### src/rtl/core/pfd_pkg.sv
// Shared constants, codes and types for the PDM FIR decimator.
package pfd_pkg;

  localparam int TAPS          = 256;
  localparam int LANES         = 4;
  localparam int DEPTH         = TAPS / LANES;
  localparam int DEPTH_W       = $clog2(DEPTH);
  localparam int LANE_W        = $clog2(LANES);
  localparam int WORD_BITS     = 16;
  localparam int DECIMATION    = 64;
  localparam int WORDS_PER_OUT = DECIMATION / WORD_BITS;
  localparam int PHASE_W       = $clog2(WORDS_PER_OUT);
  localparam int IDX_W         = 8;
  localparam int COEF_W        = 16;
  localparam int ACC_W         = COEF_W + DEPTH_W;
  localparam int SUM_W         = ACC_W + LANE_W;
  localparam int PCM_W         = 40;
  localparam int ONE_SHIFT     = 16;

  typedef enum logic {
    OP_PUSH = 1'b0,
    OP_LOAD = 1'b1
  } opcode_t;

  typedef struct packed {
    logic               clear;
    logic               rd_en;
    logic [DEPTH_W-1:0] rd_addr;
  } lane_ctrl_t;

  typedef logic signed [ACC_W-1:0] lane_acc_t;

endpackage

### src/rtl/core/pfd_lane.sv
// One filter lane: a coefficient bank and a masked accumulator over its taps.
module pfd_lane (
  input  logic                              clk,
  input  logic                              rst_n,
  input  logic                              wr_en,
  input  logic        [pfd_pkg::DEPTH_W-1:0] wr_addr,
  input  logic signed [pfd_pkg::COEF_W-1:0]  wr_data,
  input  pfd_pkg::lane_ctrl_t               ctrl,
  input  logic                              tap,
  output pfd_pkg::lane_acc_t                acc
);

  logic signed [pfd_pkg::COEF_W-1:0] mem [pfd_pkg::DEPTH];
  logic signed [pfd_pkg::COEF_W-1:0] rdata_r;
  logic                              tap_r;
  logic                              vld_r;
  pfd_pkg::lane_acc_t                acc_r;
  pfd_pkg::lane_acc_t                acc_nxt;

  always_ff @(posedge clk) begin
    if (wr_en) begin
      mem[wr_addr] <= wr_data;
    end
    if (ctrl.rd_en) begin
      rdata_r <= mem[ctrl.rd_addr];
    end
    tap_r <= tap;
    acc_r <= acc_nxt;
  end

  always_ff @(posedge clk) begin
    if (!rst_n) begin
      vld_r <= 1'b0;
    end else begin
      vld_r <= ctrl.rd_en;
    end
  end

  always_comb begin
    acc_nxt = acc_r;
    if (ctrl.clear) begin
      acc_nxt = '0;
    end else if (vld_r && tap_r) begin
      acc_nxt = acc_r + pfd_pkg::ACC_W'(rdata_r);
    end
  end

  assign acc = acc_r;

endmodule

### src/rtl/core/pfd_merge.sv
// Merge stage: adds the lane sums and scales by the one-level sample value.
module pfd_merge (
  input  logic                                      clk,
  input  logic                                      load,
  input  pfd_pkg::lane_acc_t [pfd_pkg::LANES-1:0]   accs,
  output logic signed [pfd_pkg::PCM_W-1:0]          pcm
);

  logic signed [pfd_pkg::SUM_W-1:0] sum_nxt;
  logic signed [pfd_pkg::SUM_W-1:0] sum_r;
  logic signed [pfd_pkg::PCM_W-1:0] wide;

  always_comb begin
    sum_nxt = '0;
    for (int k = 0; k < pfd_pkg::LANES; k++) begin
      sum_nxt = sum_nxt + pfd_pkg::SUM_W'($signed(accs[k]));
    end
  end

  always_ff @(posedge clk) begin
    if (load) begin
      sum_r <= sum_nxt;
    end
  end

  assign wide = pfd_pkg::PCM_W'(sum_r);
  assign pcm  = (wide <<< pfd_pkg::ONE_SHIFT) - wide;

endmodule

### src/rtl/core/pdm_fir_decimator_core.sv
// Top level: PDM word unpacking, bit history, lane control and PCM output register.
// Window sum: a push that completes a decimation window raises out_valid once the
//   bank reads of all lanes in S_SUM, then S_DRAIN, S_MERGE and S_OUT have passed.
// Input: other pushes and coefficient loads are taken whenever in_stall is low; in_stall
//   is high from the window sum until S_OUT writes the output, which waits on out_stall.
// Reset clears the bit history, word phase, sequencer and output valid.
module pdm_fir_decimator_core (
  input  logic                                clk,
  input  logic                                rst_n,
  input  logic                                in_valid,
  output logic                                in_stall,
  input  logic                                in_opcode,
  input  logic        [15:0]                  in_pdm_word,
  input  logic        [pfd_pkg::IDX_W-1:0]    in_coef_index,
  input  logic signed [pfd_pkg::COEF_W-1:0]   in_coef_value,
  output logic                                out_valid,
  input  logic                                out_stall,
  output logic signed [pfd_pkg::PCM_W-1:0]    out_pcm_sample
);

  typedef enum logic [2:0] {
    S_IDLE,
    S_SUM,
    S_DRAIN,
    S_MERGE,
    S_OUT
  } state_t;

  state_t                              state_r;
  logic [pfd_pkg::DEPTH_W-1:0]         cnt_r;
  logic [pfd_pkg::PHASE_W-1:0]         phase_r;
  logic [pfd_pkg::TAPS-1:0]            hist_r;
  logic [pfd_pkg::WORD_BITS-1:0]       word_rev;
  logic                                out_valid_r;
  logic signed [pfd_pkg::PCM_W-1:0]    out_pcm_r;
  logic                                accept;
  logic                                push;
  logic                                load;
  logic                                idx_ok;
  logic                                out_free;
  pfd_pkg::lane_ctrl_t                 ctrl;
  pfd_pkg::lane_acc_t [pfd_pkg::LANES-1:0] accs;
  logic signed [pfd_pkg::PCM_W-1:0]    pcm;

  assign in_stall = (state_r != S_IDLE);
  assign accept   = in_valid && !in_stall;
  assign push     = accept && (pfd_pkg::opcode_t'(in_opcode) == pfd_pkg::OP_PUSH);
  assign load     = accept && (pfd_pkg::opcode_t'(in_opcode) == pfd_pkg::OP_LOAD);
  assign idx_ok   = ({1'b0, in_coef_index} < (pfd_pkg::IDX_W + 1)'(pfd_pkg::TAPS));
  assign out_free = !out_valid_r || !out_stall;

  always_comb begin
    for (int b = 0; b < pfd_pkg::WORD_BITS; b++) begin
      word_rev[b] = in_pdm_word[pfd_pkg::WORD_BITS-1-b];
    end
  end

  always_comb begin
    ctrl.clear   = (state_r == S_IDLE);
    ctrl.rd_en   = (state_r == S_SUM);
    ctrl.rd_addr = cnt_r;
  end

  for (genvar k = 0; k < pfd_pkg::LANES; k++) begin : g_lane
    logic [pfd_pkg::DEPTH-1:0] lane_hist;
    logic                      wr_en;

    assign lane_hist = hist_r[k*pfd_pkg::DEPTH +: pfd_pkg::DEPTH];
    assign wr_en     = load && idx_ok &&
                       (in_coef_index[pfd_pkg::DEPTH_W +: pfd_pkg::LANE_W] ==
                        pfd_pkg::LANE_W'(k));

    pfd_lane u_lane (
      .clk     (clk),
      .rst_n   (rst_n),
      .wr_en   (wr_en),
      .wr_addr (in_coef_index[pfd_pkg::DEPTH_W-1:0]),
      .wr_data (in_coef_value),
      .ctrl    (ctrl),
      .tap     (lane_hist[cnt_r]),
      .acc     (accs[k])
    );
  end

  pfd_merge u_merge (
    .clk  (clk),
    .load (state_r == S_MERGE),
    .accs (accs),
    .pcm  (pcm)
  );

  always_ff @(posedge clk) begin
    if (!rst_n) begin
      state_r     <= S_IDLE;
      cnt_r       <= '0;
      phase_r     <= '0;
      hist_r      <= '0;
      out_valid_r <= 1'b0;
    end else begin
      if (out_valid_r && !out_stall && state_r != S_OUT) begin
        out_valid_r <= 1'b0;
      end
      unique case (state_r)
        S_IDLE: begin
          cnt_r <= '0;
          if (push) begin
            hist_r  <= {word_rev, hist_r[pfd_pkg::TAPS-1:pfd_pkg::WORD_BITS]};
            phase_r <= phase_r + 1'b1;
            if (phase_r == pfd_pkg::PHASE_W'(pfd_pkg::WORDS_PER_OUT - 1)) begin
              state_r <= S_SUM;
            end
          end
        end
        S_SUM: begin
          cnt_r <= cnt_r + 1'b1;
          if (cnt_r == pfd_pkg::DEPTH_W'(pfd_pkg::DEPTH - 1)) begin
            state_r <= S_DRAIN;
          end
        end
        S_DRAIN: begin
          state_r <= S_MERGE;
        end
        S_MERGE: begin
          state_r <= S_OUT;
        end
        S_OUT: begin
          if (out_free) begin
            out_valid_r <= 1'b1;
            state_r     <= S_IDLE;
          end
        end
        default: begin
          state_r <= S_IDLE;
        end
      endcase
    end
  end

  always_ff @(posedge clk) begin
    if (state_r == S_OUT && out_free) begin
      out_pcm_r <= pcm;
    end
  end

  assign out_valid      = out_valid_r;
  assign out_pcm_sample = out_pcm_r;

endmodule
### config.mk
export PLATFORM = sky130hd
export DESIGN_NAME = pdm_fir_decimator_core
export DESIGN_NICKNAME = d
export VERILOG_FILES = /design/src/rtl/core/pfd_pkg.sv /design/src/rtl/core/pfd_lane.sv /design/src/rtl/core/pfd_merge.sv /design/src/rtl/core/pdm_fir_decimator_core.sv
export SDC_FILE = /design/constraint.sdc
export NUM_CORES = 2
export LEC_CHECK = 0
export BUFFER_PORTS_ARGS = -buffer_cell sky130_fd_sc_hd__buf_2
export CAP_MARGIN = 20
export CELL_PAD_IN_SITES_DETAIL_PLACEMENT = 0
export CELL_PAD_IN_SITES_GLOBAL_PLACEMENT = 2
export CORE_MARGIN = 2
export CORE_UTILIZATION = 54
export CTS_CLUSTER_SIZE = 12
export DETAILED_ROUTE_END_ITERATION = 6
export PLACE_DENSITY_LB_ADDON = 0.1
export SLEW_MARGIN = 10
export SYNTH_ARGS = -nofsm -noshare
export SYNTH_HDL_FRONTEND = slang
export SYNTH_HIERARCHICAL = 1
export SYNTH_SLANG_ARGS = --single-unit
### constraint.sdc
create_clock -name clk -period 7.2 [get_ports clk]
set_input_delay 0.36 -clock clk [delete_from_list [all_inputs] [get_ports clk]]
set_output_delay 0.36 -clock clk [all_outputs]
set_load 0.05 [all_outputs]
[Word level (Yosys, flattened, before mapping)]
Memories as Yosys holds them, arrays and structs flattened. A register that Yosys moved wholly into a read port is not among the register bits.
Index checks and enable logic that the tools add are counted.
Word-level totals
  bits in writable memories: 4096
  memories kept: 4
  output and inout port bits: 42
  memory bits (read-only): 0
  bits in registers: 425
  bits in latches: 0
  logic and storage cells: 95
  input port bits: 45
Cells by class
  multiply operators: 0
  $lt $le $gt $ge: 1
  eq/ne operators: 14
  reduce and logical (&&, ||, !) cells: 24
  div/mod/pow operators: 0
  add/sub/neg operators: 10
  shifts and indexed selects: 0
  bitwise logic cells: 1
  multiplexer cells: 25
Memories
  g_lane[0].u_lane.mem: depth 64, width 16, read ports 1, clocked after memory_dff 1, wr ports 1, line pfd_lane.sv:13  | logic signed [pfd_pkg::COEF_W-1:0] mem [pfd_pkg::DEPTH];
  g_lane[1].u_lane.mem: depth 64, width 16, read ports 1, clocked after memory_dff 1, wr ports 1, line pfd_lane.sv:13
  g_lane[2].u_lane.mem: depth 64, width 16, read ports 1, clocked after memory_dff 1, wr ports 1, line pfd_lane.sv:13
  g_lane[3].u_lane.mem: depth 64, width 16, read ports 1, clocked after memory_dff 1, wr ports 1, line pfd_lane.sv:13
Operators with widths (count)
  22-bit by 16-bit adder with 22-bit output: 4
  40-bit by 24-bit subtractor with 40-bit output: 1
  23-bit by 22-bit adder with 24-bit output: 1
  24-bit by 22-bit adder with 24-bit output: 1
  1-bit binary-select mux with 6-bit select: 4
  22-bit by 22-bit adder with 23-bit output: 1
  1-bit two-way mux: 15
  3-bit one-hot mux with 5 select lines: 1
  1-bit logical AND: 14
  3-bit two-way mux: 4
  6-bit one-hot mux with 2 select lines: 1
  6-bit by 7-bit less-than comparator with 1-bit output, second input constant: 1
  6-bit by 1-bit adder with 6-bit output, second input constant: 1
  2-bit equality test, second input constant: 3
  3-bit by 2-bit equality test with 1-bit output, second input constant: 2
  6-bit equality test, second input constant: 1
  2-bit inequality test, second input constant: 3
  4-bit AND reduction: 1
  3-bit by 1-bit equality test with 1-bit output, second input constant: 1
  3-bit equality test, second input constant: 1
  1-bit zero test: 3
  3-bit zero test: 1
  3-bit inequality test, second input constant: 1
  3-bit nonzero test: 1
  8 further kinds: 8

[Logic depth before layout (Yosys ltp)]
  depth in word-level cells: 7
  depth in mapped cells: 12
  gate-level depth less buffers: 11

[By module]
Netlist, hierarchy kept.
By module, submodules not included
  pfd_lane (g_lane[0].u_lane ...): cells each 1884, area each 41690.0 um^2, seq. area each 31710.4 um^2, instances 2
  pfd_lane (g_lane[2].u_lane ...): cells each 1873, area each 41665.0 um^2, seq. area each 31710.4 um^2, instances 2
  pdm_fir_decimator_core: cells each 1406, area each 13350.3 um^2, seq. area each 6566.3 um^2, instances 1
  pfd_merge: cells each 571, area each 4764.6 um^2, seq. area each 720.7 um^2, instances 1

[Worst setup path after synthesis]
OpenSTA, ideal clock, no wires.
  kind: register to register
  start: register state_r[0]
  end: memory g_lane[1].u_lane/mem[48][0] (netlist name) (enable)
  arrival time: 3065 ps
  data required time: 6791 ps
  path buffers: 1
  library setup time: 409 ps
  path slack: 3725 ps
  cell stages (with the launch flop): 8
  clock period less this slack: 3475 ps
  cell sequence: dfxtp_1 -> buf_2 -> nor3_4 -> nand3_1 -> nor3b_1 -> nor2b_1 -> nand4b_1 -> nor3_1
On the way
  longest elaborated chain between the ends: 7
Ends and longest elaborated chain
  start, declared: line pdm_fir_decimator_core.sv:29  | state_t state_r;
  start signal, assigned: line pdm_fir_decimator_core.sv:94  | state_r <= S_IDLE;
  start signal, assigned: line pdm_fir_decimator_core.sv:110  | state_r <= S_SUM;
  start signal, assigned: line pdm_fir_decimator_core.sv:117  | state_r <= S_DRAIN;
  3-bit nonzero test: line pdm_fir_decimator_core.sv:45  | assign in_stall = (state_r != S_IDLE);
  1-bit zero test: line pdm_fir_decimator_core.sv:46  | assign accept = in_valid && !in_stall;
  1-bit logical AND: line pdm_fir_decimator_core.sv:46
  1-bit logical AND: line pdm_fir_decimator_core.sv:48  | assign load = accept && (pfd_pkg::opcode_t'(in_opcode) == pfd_pkg::OP_LOAD);
  1-bit logical AND: line pdm_fir_decimator_core.sv:69  | assign wr_en = load && idx_ok &&
  net g_lane[1].wr_en: line pdm_fir_decimator_core.sv:66  | logic wr_en;
  1-bit two-way mux: line pfd_lane.sv:21  | if (wr_en) begin
  1-bit two-way mux (implied by the code): line pfd_lane.sv:22  | mem[wr_addr] <= wr_data;
  end, declared: line pfd_lane.sv:13
The timed path passes the listed nets, and every way through them passes these cells.

[Worst setup path in the final report]
  start: register state_r[2]
  end: memory g_lane[0].u_lane/mem[62][14] (netlist name) (enable)
On the way
  longest elaborated chain between the ends: 7
Ends and longest elaborated chain (line)
  3-bit nonzero test: pdm_fir_decimator_core.sv:45
  1-bit zero test: pdm_fir_decimator_core.sv:46
  1-bit logical AND: pdm_fir_decimator_core.sv:46
  1-bit logical AND: pdm_fir_decimator_core.sv:48
  1-bit logical AND: pdm_fir_decimator_core.sv:69
  net g_lane[0].wr_en: pdm_fir_decimator_core.sv:66
  1-bit two-way mux: pfd_lane.sv:21
  1-bit two-way mux (implied by the code): pfd_lane.sv:22
  end, declared: pfd_lane.sv:13
The timed path passes the listed nets, and every way through them passes these cells.

==> key figures <==
Status
  – Run status: complete, no violations

Die
  – Die X: approximately 590 um
  – Die height: slightly below 600 um
  – I/O pin total: 87
  – Initial Util: 54.3%
  – Core Box Area: 340000 um^2
  – # rows: 214
  – Die ar.: 347000 um^2

Place
  – Pre-CTS WS: between 2 and 2.5 ns
  – Placed Area: 192000 um^2
  – Hpwl dp: 267000 um
  – Routability cong.: 0.841
  – Port buffer count: 86

Yosys
  – Post-Syn Nets: 9718
  – YS warnings: 6
  – Yosys top cell area share: between 60 and 70%
  – Async set-reset flop share out of synthesis: 0%
  – Post-synth cell types: 82
  – Post-synth top flop: edfxtp_1
  – Sequential share of the synthesized area: 72.6%
  – Top cells by area, synth: edfxtp_1 (69%), mux4_2 (16%), dfxtp_1 (3.9%), nand2_1 (1.5%), a21boi_1 (0.91%)
  – EDFF count, synth: 4224
  – Post-synthesis register bit count: between 4000 and 5000
  – Mapped Cells: 9491
  – Mapped Area: 185000 um^2
  – Mean Syn Cell Area: 19.5 um^2
  – Dominant cell type by area after synthesis: edfxtp_1

Timing
  – Post-Route Setup TNS: 0 ns
  – Worst Tran Pin Value: 1.40 ns
  – Final worst slack: 2.34 ns
  – Fin crit period: 4.86 ns
  – Fin crit share: 67.5%
  – Max-slew violation count: 0
  – Clock Skews: 0.0413 ns
  – Endpoints failing hold: 0
  – Finish-stage setup viols: 0
  – RSZ-0062 raised after global routing: no
  – Slew margin rel.: 6.36%
  – FMAX: slightly above 0.2 GHz

Drt
  – Post-Route WL: between 400000 and 500000 um
  – Vias per inst: 6.35
  – DR iter-0 viols: 11015
  – Drc violations: 0
  – Pre-antenna DRT Iters: 6
  – Final ANT Viol Nets: 0
  – Vias: 93845
  – WL/cell: 31.2 um

Final layout
  – Multi-input gate area: roughly 48000 um^2
  – Fillers: 24223
  – Seq. cell area: between 100000 and 150000 um^2
  – Fin nets: 10158
  – Layout area overhead: 11.3%
  – Fraction of layout cells with a size suffix above 1: between 20% and 30%
  – Final instance area: 206000 um^2

Worst hold path
  – Hold path depth: 4
  – Worst Hold Class: primary input to flop
  – Hold path start: in_opcode
  – WHS Endpoint: hist_r[232]

Setup path
  – Critical path's top delay family: simple AND/OR/NAND/NOR gates
  – Worst EP required: between 7 and 8 ns
  – Buffer and inverter count on the worst path: 2
  – Crit. path cell count: 8
  – Kind of critical path: flop to flop
  – Reg2reg start: state_r[2]
  – Crit path max fanout: 25
  – Reg-to-reg setup timing slack: 2.34 ns
  – Arrival time at the worst endpoint: 5.43 ns
  – RR Endpoint: g_lane[0].u_lane/mem[62][14]
  – Critical path cell sequence: nor3_4 -> buf_4 -> nand3_1 -> nor3_1 -> buf_4 -> nor2b_1 -> nand3_1 -> nor2_2
  – Crit-path max cell delay: 0.94 ns
  – CP startpoint kind: flop
  – CP endpoint kind: flop
  – Critical path's slowest cell: nor2_2
  – R2r worst-path depth: 8

Run
  – Max Cap Viol: 0

Global route
  – Total grt overflow: 0
  – Largest net degree at the start of global routing: 259
  – Met1 Resource Use GR: between 30% and 40%
  – First-pass GRT wire length: 669000 um
  – Met3 Usage GRT: between 4 and 5%
  – GRT Total Usage: a little over a quarter
  – Vias in the first global route: roughly 94000
  – Met2 usage: a little over two fifths
  – GRT busiest layer: met2
  – Initial antenna violation count: 21

Power
  – Pleak: 62.8 nW
  – Pwr Density: ~250 nW/um^2
  – Worst VDD drop: 0.000255 V
  – Total power: 51.7 mW

CTS
  – CTS Buffer Depth: 4
  – CTS root buf: clkbuf_16
  – Clk sinks: 4588
  – Worst-path clk slew: 0.06 ns
  – TritonCTS Buffers: between 400 and 500
  – CTS tree: done
  – Clk_lat worst skew: 0.98 ns
  – H-tree depth: 5
[logic make-up (layout without fill, tap and decap cells)]
family          after synthesis  after routing  synth area share (%)
fa+ha+maj                   182            182                  1.43
flops                      4588           4588                  72.6
buf+inv                     696           1440                  1.77
xor+xnor                     87             87                 0.412
mux                        1399           1399                  16.5
other cells                   0             11                     0
compound gates              898            898                  3.32
simple gates               1641           1641                  3.97
[cell usage after synthesis, types with 9 or more instances]
cell and number:
and3_1 16, nor3b_1 9, o21ai_0 101, o221ai_1 16
o31ai_1 11, ha_1 133, a41oi_1 14, buf_4 48
nand2b_1 26, xor2_1 39, buf_1 45, or3_1 22
o22a_1 12, o211ai_1 24, nor3_1 60, nand4_1 70
o21a_1 21, fa_1 49, or2_2 14, a21boi_0 40
inv_1 187, mux4_2 1322, dfxtp_1 364, buf_2 126
nand3b_1 15, a21o_1 41, nand2_1 743, a21oi_1 166
a22oi_1 14, a211oi_1 47, o21bai_1 11, o311ai_0 10
xnor2_1 48, nor2b_1 83, nand3_1 114, a31oi_1 32
a21boi_1 225, clkbuf_1 245, buf_6 39, edfxtp_1 4224
nor4_1 11, mux2i_1 73, nor2_1 397, o22ai_1 48
and2_1 21
[layout by cell type (no fill, tap or decap), drive strengths merged, types with 130 or more instances in the layout]
cell | synthesis | routed
inv | 187 | 201
ha | 133 | 133
clkbuf | 245 | 618
buf | 259 | 429
mux4 | 1322 | 1322
a21oi | 166 | 166
nand2 | 743 | 743
a21boi | 266 | 266
clkinv | 4 | 130
edfxtp | 4224 | 4224
dfxtp | 364 | 364
nor2 | 397 | 397
[per-stage QoR]
stage               hold WS [ns]  instances  utilization (%)
finish                    0.0971      14782             60.5
global route              0.0747      14774             60.5
CTS                       0.0152      14763             60.4
detailed placement         0.445      13945             56.3
global placement           0.442      13943             56.3
floorplan                  0.432       9491                -
[worst min-delay path: stages]
cell and delay, ns:
buf_2 0.12, and3b_4 0.36, nand2_1 0.12, a21boi_1 0.05
[sequential cells by signal (all words and copies together) (netlist names), 6 cells and up]
register               count
hist_r                   256
cnt_r                      6
u_merge/sum_r             24
out_pcm_sample            40
g_lane.u_lane/mem       4096
g_lane.u_lane/rdata_r     64
g_lane.u_lane/acc         88
[power breakdown]
group	total, mW	switching [mW]	internal [mW]
combinational	0.697	0.585	0.112
sequential	29.1	0.0106	29.1
clock	21.9	9.69	12.2
total	51.7	10.3	41.4
[cell type report]
type | instances | share of cell area (%)
clock buffer | 616 | 6.05
inverter | 191 | 0.349
multi-input combinational | 4207 | 23.1
antenna | 11 | 0.0134
tap | 4536 | 2.76
timing repair buffer | 480 | 2.03
clock inverter | 153 | 0.494
sequential | 4588 | 65.2
[how the worst max path moves through the flow]
stage | startpoint | to | slack, ns
2_1_floorplan | state_r[0] | g_lane[1].u_lane/mem[48][0] | 3.73
3_3_place_gp | cnt_r[0] | g_lane[2].u_lane/rdata_r[2] | 2.41
3_5_place_dp | cnt_r[0] | g_lane[2].u_lane/rdata_r[4] | 2.43
4_1_cts | state_r[2] | g_lane[0].u_lane/mem[62][11] | 2.38
5_1_grt | state_r[2] | g_lane[0].u_lane/mem[62][11] | 2.21
6_report | state_r[2] | g_lane[0].u_lane/mem[62][14] | 2.34
[layer usage]
layer	wire length (um)	up-vias
li1	-	39438
met3	34500	591
met4	10600	6
met5	41	-
met2	221000	3606
met1	194000	50204
[what timing repair did]
action,CTS,global route
endpoints found under the hold margin,1172,0
buffers inserted,0,0
hold buffers,49,0
gates resized for setup,0,0
Power figures use the tool's default switching activity.
